<file path="src/sv/nfba_pkg.sv">
// Package for the next-fit bitmap allocator.
// Holds field widths, default sizes, the controller state type and the
// command and status structs shared by the controller and the datapath.
package nfba_pkg;

  localparam int unsigned MapBitsDef  = 4096;
  localparam int unsigned WordBitsDef = 64;

  localparam int unsigned LenW     = 13;
  localparam int unsigned CfgW     = 13;
  localparam int unsigned WidxW    = 6;
  localparam int unsigned WvalW    = 64;
  localparam int unsigned StartW   = 12;
  localparam int unsigned InDataW  = 88;
  localparam int unsigned OutDataW = 16;

  localparam logic [CfgW-1:0] BitsInUseRst = 13'd4096;

  localparam int unsigned LenLsb  = 0;
  localparam int unsigned WidxLsb = LenLsb + LenW;
  localparam int unsigned WvalLsb = WidxLsb + WidxW;

  typedef enum logic [2:0] {
    ST_CLEAR,
    ST_IDLE,
    ST_CHECK,
    ST_EVAL,
    ST_MARK_RD,
    ST_MARK_WR,
    ST_RESP
  } nfba_state_e;

  typedef struct packed {
    logic clear_wr;
    logic load_req;
    logic word_wr;
    logic start_pass1;
    logic start_pass2;
    logic rd;
    logic eval;
    logic mark_wr;
    logic res_fail;
    logic res_write;
    logic res_alloc;
    logic out_load;
  } nfba_cmd_t;

  typedef struct packed {
    logic clear_last;
    logic in_kind;
    logic in_len_zero;
    logic w_in_range;
    logic pass2;
    logic match;
    logic mark_last;
    logic out_busy;
  } nfba_sts_t;

endpackage

</file>
<file path="src/sv/nfba_ctrl.sv">
// Controller state machine of the next-fit bitmap allocator.
// Depends on nfba_pkg; drives the datapath only through command and status structs.
module nfba_ctrl
  import nfba_pkg::*;
(
  input  logic      clk_i,
  input  logic      rst_ni,
  input  logic      in_valid_i,
  output logic      in_ready_o,
  input  nfba_sts_t sts_i,
  output nfba_cmd_t cmd_o
);

  nfba_state_e state_q, state_d;

  always_ff @(posedge clk_i or negedge rst_ni) begin
    if (!rst_ni) begin
      state_q <= ST_CLEAR;
    end else begin
      state_q <= state_d;
    end
  end

  always_comb begin
    state_d    = state_q;
    cmd_o      = '0;
    in_ready_o = 1'b0;
    unique case (state_q)
      ST_CLEAR: begin
        cmd_o.clear_wr = 1'b1;
        if (sts_i.clear_last) begin
          state_d = ST_IDLE;
        end
      end
      ST_IDLE: begin
        in_ready_o = 1'b1;
        if (in_valid_i) begin
          cmd_o.load_req = 1'b1;
          if (sts_i.in_kind) begin
            cmd_o.word_wr   = 1'b1;
            cmd_o.res_write = 1'b1;
            state_d         = ST_RESP;
          end else if (sts_i.in_len_zero) begin
            cmd_o.res_fail = 1'b1;
            state_d        = ST_RESP;
          end else begin
            cmd_o.start_pass1 = 1'b1;
            state_d           = ST_CHECK;
          end
        end
      end
      ST_CHECK: begin
        if (sts_i.w_in_range) begin
          cmd_o.rd = 1'b1;
          state_d  = ST_EVAL;
        end else if (!sts_i.pass2) begin
          cmd_o.start_pass2 = 1'b1;
        end else begin
          cmd_o.res_fail = 1'b1;
          state_d        = ST_RESP;
        end
      end
      ST_EVAL: begin
        cmd_o.eval = 1'b1;
        state_d    = sts_i.match ? ST_MARK_RD : ST_CHECK;
      end
      ST_MARK_RD: begin
        cmd_o.rd = 1'b1;
        state_d  = ST_MARK_WR;
      end
      ST_MARK_WR: begin
        cmd_o.mark_wr = 1'b1;
        if (sts_i.mark_last) begin
          cmd_o.res_alloc = 1'b1;
          state_d         = ST_RESP;
        end else begin
          state_d = ST_MARK_RD;
        end
      end
      ST_RESP: begin
        if (!sts_i.out_busy) begin
          cmd_o.out_load = 1'b1;
          state_d        = ST_IDLE;
        end
      end
      default: begin
        state_d = ST_CLEAR;
      end
    endcase
  end

endmodule

</file>
<file path="config.mk">
export PLATFORM = sky130hd
export DESIGN_NAME = nfba_ctrl
export DESIGN_NICKNAME = d
export VERILOG_FILES = /design/src/sv/nfba_pkg.sv /design/src/sv/nfba_ctrl.sv
export SDC_FILE = /design/constraint.sdc
export NUM_CORES = 1
export LEC_CHECK = 0
export ABC_CLOCK_PERIOD_IN_PS = 1850
export CORE_AREA = 2 2 39 41
export DETAILED_ROUTE_END_ITERATION = 10
export DIE_AREA = 0 0 41 43
export DONT_BUFFER_PORTS = 1
export GPL_TIMING_DRIVEN = 0
export PLACE_DENSITY = 0.44
export REMOVE_ABC_BUFFERS = 1
export SYNTH_ARGS = -nofsm -noshare
export SYNTH_HDL_FRONTEND = slang
export SYNTH_SLANG_ARGS = --single-unit
</file>
<file path="constraint.sdc">
create_clock -name clk_i -period 1.85 [get_ports clk_i]
set_input_delay 0.0925 -clock clk_i [delete_from_list [all_inputs] [get_ports clk_i]]
set_output_delay 0.0925 -clock clk_i [all_outputs]
set_load 0.03 [all_outputs]
</file>
### Word level (Yosys, flattened, before mapping)

Cells that the tools add are included.

| cells by class | value |
|---|---|
| add/sub/neg operators | 0 |
| $mul | 0 |
| div/mod/pow operators | 0 |
| order comparisons | 0 |
| equal/unequal tests | 10 |
| shift-type cells | 0 |
| mux-type cells | 35 |
| bitwise operators | 0 |
| reduce and logical (&&, ||, !) cells | 2 |

Operators by type and width:

| operator | number |
|---|---|
| 3-bit 2-to-1 mux | 10 |
| 3-bit one-hot mux with 7 select lines | 1 |
| 1-bit 2-to-1 mux | 20 |
| 3-bit == test, second input constant | 3 |
| 3-bit by 2-bit == test with 1-bit output, second input constant | 2 |
| 2-bit != test, second input constant | 3 |
| 2-bit 2-to-1 mux | 2 |
| 1-bit one-hot mux with 2 select lines | 2 |
| 4-bit AND reduction | 1 |
| 3-bit by 1-bit == test with 1-bit output, second input constant | 1 |
| 3-bit zero test | 1 |
| 3-bit != test, second input constant | 1 |

| storage, ports and cells | value |
|---|---|
| register bits | 3 |
| latch bits | 0 |
| bits in writable memories | 0 |
| bits in read-only memories | 0 |
| input bits | 11 |
| memories kept | 0 |

### Logic depth before layout (Yosys ltp)

Gate-level depths: netlist of run 1.

| depth | value |
|---|---|
| word-level depth | 4 |
| mapped depth | 6 |
| depth with buffers taken out | 4 |

### Least setup slack after synthesis of run 1

No wires, ideal clock.

| timing | value |
|---|---|
| path kind | reg-to-output |
| start point | reg state_q[2] |
| end point | out cmd_o[9] (netlist name) |
| arrival time | 1.551 ns |
| data required time | 1.757 ns |
| setup slack | 0.206 ns |
| stages on the path, launching flop included | 7 |
| buffers on the path | 2 |
| cells stage by stage | dfrtp_1 -> buf_2 -> nor2_1 -> nand3_1 -> inv_1 -> and2_1 -> buf_4 |

RTL lines:

| item | line | source |
|---|---|---|
| from (decl) | nfba_ctrl.sv:14 | `nfba_state_e state_q, state_d;` |
| from (signal assigned) | nfba_ctrl.sv:20 | `state_q <= state_d;` |
| to (decl) | nfba_ctrl.sv:11 | `output nfba_cmd_t cmd_o` |

==> out/qor.log, run 1 <==
INFO  outcome        status=finished, final reports clean
INFO  sta            fmax=0.601GHz
INFO  cells_and_area syn2layout_area_growth=12.6%
INFO  synthesis      syn-cell-area=358µm²
INFO  job            drv.max_cap_violation_count=0
INFO  clocking       skew_pair_late_insertion_delay=0.23ns
INFO  cells_and_area antenna_cells_inserted=0
INFO  synthesis      synth_top_area_share=21.0%
INFO  power_and_ir_drop ir_drop=0.501mV
INFO  setup_path     reg2regPathDepth=4
INFO  sta            final.period_utilization=89.9%
INFO  global_route   grt_overflow=0
INFO  clocking       htree_levels=1
INFO  place          dpl_worst_slack=0.0150ns
INFO  synthesis      synth.area.top_cells=dfrtp_1, nor2_1, and2_1
INFO  min_path       cell_depth_of_the_worst_min_delay_path=2
INFO  drt            vias_per_cell=5.22
INFO  cells_and_area layout_top_registers=state_q: 3 flops
INFO  cells_and_area design_area=403µm²
INFO  synthesis      synth-seq-cells=3
INFO  clocking       cts_made_buffers=3
INFO  clocking       clock_tree.root_cell=clkbuf_4
INFO  die            initial_utilization=25.9%
INFO  synthesis      post_synthesis_cell_type_count=21
INFO  setup_path     setup.worst_path.start_class=flip-flop
INFO  sta            final_max_slew_viol_count=0
INFO  synthesis      number_of_synthesized_flops_with_an_enable_pin=0
INFO  cells_and_area largest-register=state_q
INFO  global_route   grt_first_pass_wirelength=1410µm
INFO  global_route   grt.total_usage=11.7%
INFO  power_and_ir_drop total_leakage_power=0.154nW
INFO  min_path       min_path_type=input port to flip-flop
INFO  setup_path     worst_ep_arrival_time=1.57ns
INFO  synthesis      synth-seq-area-share=21.0%
INFO  sta            postLayoutSetupSlackWorst=0.187ns
INFO  synthesis      share_of_async_settable_or_async_resettable_flops_after_synthesis=100%
INFO  sta            setup_total_negative_slack=0ns
INFO  place          port-buffer-count=0
INFO  drt            drc_violations_left=0
INFO  clocking       clock_tree_from_tritoncts=yes
INFO  drt            routed_wirelength=854µm
INFO  synthesis      post_synth_most_frequent_cells=nor2_1, nor3_1
INFO  cells_and_area max_ffs_per_register=3
INFO  cells_and_area drive_gt1_share=19.2%
INFO  setup_path     end_kind=primary output
INFO  cells_and_area ff_latch_area=76.3µm²
INFO  global_route   number_of_global_route_vias_before_repair=344
INFO  die            rows=14
INFO  die            die_width=41µm
INFO  synthesis      synthCells=52
INFO  setup_path     critPathKind=flip-flop to primary output
INFO  clocking       max-clock-path-buffers=2
INFO  min_path       hold_path.startpoint=sts_i[0]
INFO  synthesis      yosys_most_used_dff=dfrtp_1
INFO  cells_and_area fillerInstances=158
INFO  drt            initial_drc_count=8
INFO  place          placement.cell_area=350µm²
INFO  sta            worst_pin_slew=0.927ns
INFO  clocking       clkSinkCount=3
INFO  clocking       cts.clk_slew.worst_paths=0.03ns
INFO  sta            hold_violation_total_from_the_final_report=0
INFO  die            coreArea=1380µm²
INFO  sta            fin_worst_skew=0.00249ns
INFO  die            vertical_die_dimension=43µm
INFO  cells_and_area stdcell_count=68
INFO  cells_and_area multi_input_combinational_cell_area=263µm²
INFO  place          numPlacedInstances=63
INFO  die            full_die_area=1760µm²
INFO  die            num_io_pins=24
INFO  setup_path     regToRegStartpoint=state_q[1]
INFO  sta            setup_viol_count_final=0
INFO  clocking       number_of_setup_buffers_added_after_cts=0
INFO  sta            layout_min_cycle_time=1.66ns
INFO  drt            wire_per_inst=12.6µm
INFO  synthesis      syn-mean-instance-area=6.88µm²
INFO  setup_path     critical_path.max_fanout=15
INFO  drt            drt_first_pass_iters=4
INFO  sta            grt_setup_unrepaired=false
INFO  place          gp_routability_congestion=0.662
INFO  setup_path     worstSetupStartpoint=state_q[1]
INFO  synthesis      synth_most_common_cell=nor2_1
INFO  place          dp.final_hpwl=638µm
INFO  setup_path     crit_required=1.76ns
INFO  synthesis      synth_warnings=0
INFO  global_route   grt_max_degree=21
INFO  drt            route.vias.total=355
INFO  synthesis      yosysTopAreaCell=dfrtp_1
INFO  power_and_ir_drop p_per_area=1930nW/µm²
INFO  sta            max-slew-margin-rel=37.7%
INFO  cells_and_area net_total_in_the_final_layout=64
INFO  global_route   antenna_found_initial=0
INFO  drt            drt.antenna.violating_nets=0
worst max-delay path, cell delays in order, from the launching register on:
cell and delay [ns]:
dfrtp_1 0.58, nand2b_1 0.17, nor3_1 0.24, a22o_1 0.35
cells in the final DEF, fill, tap and decap left out, drive strengths merged, types with 2 or more instances in the layout:
| cell | Yosys | layout |
|---|---|---|
| a21oi | 4 | 4 |
| and2 | 4 | 4 |
| and3 | 2 | 2 |
| clkbuf | 0 | 4 |
| dfrtp | 3 | 3 |
| inv | 2 | 2 |
| nand2 | 3 | 3 |
| nand3 | 2 | 2 |
| nor2 | 7 | 7 |
| nor2b | 4 | 4 |
| nor3 | 5 | 5 |
| o21ai | 3 | 3 |
layer usage:
layer	up-vias	track usage (%)	share of wire, %
met1	160	16.0	43
li1	183	-	-
met5	-	0	0
met3	0	6.81	8.5
met4	0	2.00	0
met2	12	15.9	48
layout make-up:
cell class                      instances  area share [%]
Multi-Input combinational cell         42            65.2
Sequential cell                         3            18.9
Tap cell                               16            4.97
Clock buffer                            4            6.52
Inverter                                2            1.86
Timing Repair Buffer                    1            2.48
stage by stage:
stage	power, mW	hold WS [ns]	util [%]
after global placement	0.652	-0.203	25.3
final	0.779	0.0680	29.1
after floorplan	0.579	-0.203	-
after CTS	0.780	0.0539	28.5
after global routing	0.868	0.0642	29.1
after detailed placement	0.649	-0.203	25.3
cell families after synthesis:
family                 after synthesis  synth area share [%]
AO/OA/AOI/OAI                       12                  21.3
buffers and inverters                7                  9.79
flip-flops                           3                  21.0
AND/OR/NAND/NOR                     30                  47.9
where the power goes:
group | internal [mW] | switching [mW] | total [mW]
sequential | 0.102 | 0.130 | 0.232
combinational | 0.136 | 0.297 | 0.434
clock | 0.0807 | 0.0325 | 0.113
path summary, 6_finish.rpt:
check	endpoint	slack (ns)
setup / recovery	cmd_o[3]	0.19
hold / removal	state_q[2]	0.07
setup reg to reg	state_q[1]	0.32
hold reg to reg	state_q[0]	0.77
max in group asynchronous	state_q[0]	1.58
min in group asynchronous	state_q[0]	0.11
timing repair:
action	4_1_cts	5_1_grt
hold buffers	1	0
hold endpoints to repair	3	0
setup endpoints to repair	3	4
resized for setup	3	4
Power figures use the tool's default switching activity.
==> run 2: changes to the inputs <==
- ABC_CLOCK_PERIOD_IN_PS: 1850 -> 2000
- clock period: 1.85 -> 2 ns (I/O delays scaled with it)
==> run 2 against run 1 <==
Compared with the run above:
- clock power is 7% lower
- worst hold slack better by 0.0072 ns
- clock skew hardly changed
- non-clock buffer count stayed put
- final area is 2.2% lower
- final cell count stayed put
- via count is 0.28% higher
- clock-buffer cell count stayed put
- register-to-register slack better by 0.15 ns
- sequential cell count stayed put
- die area stayed put
==> out/qor.log, run 2 (synthesis gave the netlist of run 1 again) <==
INFO  outcome        status=finished, final reports clean
INFO  setup_path     critPathKind=flip-flop to primary output
INFO  clocking       htree_levels=1
INFO  die            full_die_area=1760µm²
INFO  sta            grt_setup_unrepaired=false
INFO  power_and_ir_drop clockPowerShare=14.8%
INFO  cells_and_area design_area=394µm²
INFO  sta            fin_worst_skew=0.00251ns
INFO  sta            final_max_slew_viol_count=0
INFO  global_route   grt_use_met3=6.81%
INFO  sta            setup_total_negative_slack=0ns
INFO  clocking       max-clock-path-buffers=2
INFO  place          gp_routability_congestion=0.662
INFO  die            initial_utilization=25.9%
INFO  sta            worst_pin_slew=0.924ns
INFO  cells_and_area most-common-layout-cells=nor2_1, nor2b_1, nor3_1, a21oi_1
INFO  global_route   grt_overflow=0
INFO  cells_and_area syn2layout_area_growth=10.1%
INFO  cells_and_area net_total_in_the_final_layout=64
INFO  sta            setup_viol_count_final=0
INFO  cells_and_area largest-register=state_q
INFO  setup_path     crit_path_cell_trace=nor2_1, nand3_1, inv_1, and2_2
INFO  job            drv.max_cap_violation_count=0
INFO  global_route   busiest_layer_in_global_routing=met1
INFO  place          placement.cell_area=350µm²
INFO  clocking       number_of_setup_buffers_added_after_cts=0
INFO  cells_and_area drive_gt1_share=13.5%
INFO  drt            initial_drc_count=8
INFO  setup_path     end_kind=primary output
INFO  power_and_ir_drop p_comb_share=55.4%
INFO  setup_path     critical_path.max_fanout=15
INFO  cells_and_area leading_cell_type_in_the_layout_fill_and_taps_excluded=nor2_1
INFO  power_and_ir_drop p_per_area=1800nW/µm²
INFO  die            coreArea=1380µm²
INFO  die            die_width=41µm
INFO  setup_path     critical_path.max_stage_delay=0.51ns
INFO  power_and_ir_drop ir_drop=0.458mV
INFO  global_route   number_of_global_route_vias_before_repair=344
INFO  sta            final.period_utilization=90.9%
INFO  die            rows=14
INFO  die            num_io_pins=24
INFO  clocking       skew_pair_late_insertion_delay=0.23ns
INFO  min_path       min_path_type=input port to flip-flop
INFO  place          port-buffer-count=0
INFO  clocking       clkSinkCount=3
INFO  clocking       cts.clk_slew.worst_paths=0.03ns
INFO  setup_path     critical_path.n_buffers_inverters=1
INFO  clocking       clock_tree_from_tritoncts=yes
INFO  power_and_ir_drop internal_portion_of_total_power=0.291mW
INFO  global_route   grt_max_degree=21
INFO  global_route   grt_use_met2=15.9%
INFO  die            vertical_die_dimension=43µm
INFO  power_and_ir_drop total_leakage_power=0.154nW
INFO  drt            route.vias.total=356
INFO  sta            layout_min_cycle_time=1.82ns
INFO  drt            routed_wirelength=856µm
INFO  global_route   grt.total_usage=11.7%
INFO  drt            drt_first_pass_iters=4
INFO  setup_path     worst_ep_arrival_time=1.72ns
INFO  drt            vias_per_cell=5.24
INFO  sta            hold_violation_total_from_the_final_report=0
INFO  setup_path     worst_path_dominant_cell_family=simple AND/OR/NAND/NOR gates
INFO  clocking       cts_made_buffers=3
INFO  global_route   grt_first_pass_wirelength=1410µm
INFO  sta            fmax=0.550GHz
INFO  drt            drt.antenna.violating_nets=0
INFO  sta            max-slew-margin-rel=37.9%
INFO  setup_path     setup.worst_path.start_class=flip-flop
INFO  cells_and_area layout_top_registers=state_q: 3 flops
INFO  setup_path     crit_required=1.90ns
INFO  clocking       clock_tree.root_cell=clkbuf_4
INFO  power_and_ir_drop netSwitchingFraction=58.9%
INFO  cells_and_area antenna_cells_inserted=0
INFO  power_and_ir_drop switching_power=0.417mW
INFO  global_route   antenna_found_initial=0
INFO  setup_path     critPathSlowestCell=dfrtp_1
INFO  global_route   grtUsageMet1=16.0%
INFO  drt            drc_violations_left=0
INFO  power_and_ir_drop seqPwrFrac=29.8%
INFO  drt            wire_per_inst=12.6µm
INFO  cells_and_area max_ffs_per_register=3
INFO  place          dp.final_hpwl=638µm
[run 2: cell count changes in the layout (fill, tap and decap cells not counted)]
cell    change
nor2_2      -1
inv_2       -1
nor3_1      +1
nor2_1      +1
inv_1       +1
nor3_2      -1
and2_2      +1
and2_4      -1
[run 2: metal layers]
metal	vias up	wire (µm)
met5	-	0
met4	0	0
met3	0	71
met2	12	411
met1	161	373
li1	183	-
[run 2: layout make-up]
type / instances / area [µm²]
fill: 162 / 990
multi-input combinational: 42 / 254
sequential: 3 / 76.3
clock buffer: 4 / 26.3
tap: 16 / 20.0
timing repair buffer: 1 / 10.0
inverter: 2 / 7.51
[run 2: worst reg2reg max path, cell delays in order, from the launching register on]
cell and delay (ns):
dfrtp_1 0.58, nand2b_1 0.17, nor4_4 0.46, nor2b_1 0.10
a21oi_1 0.14
[run 2: per-stage QoR]
step | utilization [%] | std cells | hold WS (ns) | worst slack [ns] | power, mW
detailed placement | 25.3 | 63 | -0.195 | 0.157 | 0.600
CTS | 28.4 | 68 | 0.0626 | 0.0169 | 0.719
floorplan | - | 47 | -0.196 | 0.345 | 0.536
global placement | 25.3 | 63 | -0.196 | 0.162 | 0.603
global route | 28.5 | 68 | 0.0717 | 0.00364 | 0.792
finish | 28.5 | 68 | 0.0751 | 0.182 | 0.708
[run 2: power by group through the flow]
stage	Sequential (mW)	Combinational, mW	Clock [mW]
2_1_floorplan	0.179	0.356	0
3_3_place_gp	0.211	0.393	0
3_5_place_dp	0.209	0.391	0
4_1_cts	0.210	0.398	0.111
5_1_grt	0.232	0.436	0.123
6_report	0.211	0.392	0.105
[run 2: worst paths after layout]
path	endpoint	depth (start not counted)	slack, ns	startpoint
setup reg to reg	state_q[1]	4	0.47	state_q[1]
max in group asynchronous	state_q[0]	1	1.72	rst_ni
hold / removal	state_q[2]	2	0.08	sts_i[0]
setup / recovery	cmd_o[9]	4	0.18	state_q[1]
hold reg to reg	state_q[0]	1	0.77	state_q[1]
min in group asynchronous	state_q[0]	1	0.12	rst_ni
[run 2: repair_timing]
item / in CTS / in global routing
hold endpoints to repair: 3 / 0
hold buffers: 1 / 0
cloned: 0 / 0
endpoints found under the setup margin: 3 / 2
gates resized for setup: 2 / 1
==> run 3: changes to the inputs <==
- SETUP_SLACK_MARGIN: unset -> 0.3
==> run 3 against run 2 <==
Compared with the run above:
- combinational power grew 23%
- largest power group unchanged
- die area is the same
- utilization rose by 3.5 points
- total power rose by 12%
- sequential power decreased by 2%
==> out/qor.log, run 3 (synthesis gave the netlist of run 1 again) <==
INFO  outcome        status=finished, final reports clean
INFO  sta            finalHoldWorstSlack=0.0687ns
INFO  clocking       cts.clk_slew.worst_paths=0.04ns
INFO  min_path       cell_depth_of_the_worst_min_delay_path=2
INFO  setup_path     critical_path.n_buffers_inverters=0
INFO  die            die_width=41µm
INFO  min_path       destination_of_the_worst_hold_path=state_q[2]
INFO  setup_path     critPathSlowestCell=nor3_1
INFO  die            vertical_die_dimension=43µm
INFO  drt            routed_wirelength=882µm
INFO  power_and_ir_drop p_per_area=1800nW/µm²
INFO  setup_path     setup.worst_path.start_class=flip-flop
INFO  setup_path     worst_path_dominant_cell_family=simple AND/OR/NAND/NOR gates
INFO  sta            final_max_slew_viol_count=0
INFO  sta            worst_pin_slew=0.928ns
INFO  setup_path     worst_ep_arrival_time=1.51ns
INFO  setup_path     regToRegSetupSlack=0.54ns
INFO  sta            layout_min_cycle_time=1.61ns
INFO  sta            hold_violation_total_from_the_final_report=0
INFO  power_and_ir_drop ir_drop=0.447mV
INFO  setup_path     end_kind=primary output
INFO  sta            setup_viol_count_final=0
INFO  cells_and_area most-common-layout-cells=nor2_1, buf_4, nor2b_1, a21oi_1
INFO  power_and_ir_drop totalPowerFinal=0.795mW
INFO  cells_and_area antenna_cells_inserted=0
INFO  setup_path     critical_path.reg2reg.endpoint=state_q[1]
INFO  clocking       htree_levels=1
INFO  drt            initial_drc_count=3
INFO  global_route   grt_overflow=0
INFO  cells_and_area design_area=443µm²
INFO  cells_and_area max_ffs_per_register=3
INFO  die            full_die_area=1760µm²
INFO  die            initial_utilization=25.9%
INFO  cells_and_area syn2layout_area_growth=23.8%
INFO  min_path       min_path_type=input port to flip-flop
INFO  setup_path     reg2regPathDepth=3
INFO  cells_and_area net_total_in_the_final_layout=69
INFO  clocking       clock_tree_from_tritoncts=yes
INFO  setup_path     crit_path_cell_trace=nor3_1
INFO  sta            max-slew-margin-rel=37.7%
INFO  global_route   grt_max_degree=21
INFO  drt            vias_per_cell=5.14
INFO  drt            drc_violations_left=0
INFO  place          dp.final_hpwl=638µm
INFO  clocking       clkSinkCount=3
INFO  global_route   grt_first_pass_wirelength=1410µm
INFO  global_route   grt.total_usage=11.7%
INFO  sta            setup_total_negative_slack=0ns
INFO  sta            grt_setup_unrepaired=false
INFO  cells_and_area leading_cell_type_in_the_layout_fill_and_taps_excluded=nor2_1
INFO  sta            final.period_utilization=80.7%
INFO  clocking       clock_tree.root_cell=clkbuf_4
INFO  job            drv.max_cap_violation_count=0
INFO  clocking       max-clock-path-buffers=2
INFO  drt            drt.antenna.violating_nets=0
INFO  global_route   number_of_global_route_vias_before_repair=343
INFO  setup_path     crit_required=1.90ns
INFO  global_route   antenna_found_initial=0
INFO  place          gp_routability_congestion=0.662
INFO  sta            fin_worst_skew=0.00270ns
INFO  place          placement.cell_area=350µm²
INFO  setup_path     critical_path.max_fanout=20
INFO  clocking       cts_made_buffers=3
INFO  drt            route.vias.total=375
INFO  setup_path     regToRegStartpoint=state_q[0]
INFO  die            num_io_pins=24
INFO  setup_path     critical_path.max_stage_delay=0.75ns
INFO  sta            fmax=0.619GHz
INFO  clocking       skew_pair_late_insertion_delay=0.23ns
INFO  cells_and_area largest-register=state_q
INFO  drt            drt_first_pass_iters=3
INFO  min_path       hold_path.startpoint=sts_i[0]
INFO  cells_and_area drive_gt1_share=29.8%
INFO  cells_and_area final_core_utilization=32.0%
INFO  setup_path     critPathKind=flip-flop to primary output
INFO  die            rows=14
INFO  die            coreArea=1380µm²
INFO  drt            wire_per_inst=12.1µm
INFO  power_and_ir_drop total_leakage_power=0.176nW
INFO  place          port-buffer-count=0
INFO  cells_and_area layout_top_registers=state_q: 3 flops
run 3: layout make-up:
cell class	instances	area (µm²)
clock buffer	4	26.3
inverter	2	7.51
fill	155	941
tap	16	20.0
sequential	3	78.8
timing repair buffer	6	47.5
multi-input combinational	42	263
run 3: worst max path at each step:
stage,start,to,slack (ns),depth (start not counted)
after detailed placement,state_q[0],cmd_o[9],0.16,3
after global routing,state_q[0],cmd_o[2],0.31,3
after floorplan,state_q[0],cmd_o[2],0.35,3
after global placement,state_q[0],cmd_o[9],0.16,3
after CTS,state_q[2],cmd_o[6],0.32,4
final,state_q[0],cmd_o[11],0.39,1
run 3: power by group:
part / internal (mW) / leakage, nW / switching, mW / total (mW)
sequential: 0.0990 / 0.0330 / 0.108 / 0.207
clock: 0.0747 / 0.0150 / 0.0300 / 0.105
combinational: 0.183 / 0.128 / 0.301 / 0.484
total: 0.356 / 0.176 / 0.439 / 0.795
run 3: repair_timing:
action,4_1_cts,5_1_grt
endpoints found under the hold margin,3,0
gates resized for setup,7,2
pin swaps,0,1
setup endpoints to repair,6,6
setup buffers,0,5
hold buffers,1,0
cloned,0,0
run 3: per-stage QoR:
stage               instances  setup WS (ns)
finish                     73          0.385
floorplan                  47          0.345
detailed placement         63          0.157
global placement           63          0.162
CTS                        68          0.317
global route               73          0.306
run 3: layer usage:
layer  global-route usage (%)  up-vias  routed length, µm
li1                         -      195                  -
met3                     6.81        0                 63
met1                     16.0      170                403
met4                     2.00        0                  0
met5                        0        -                  0
met2                     15.9       10                415
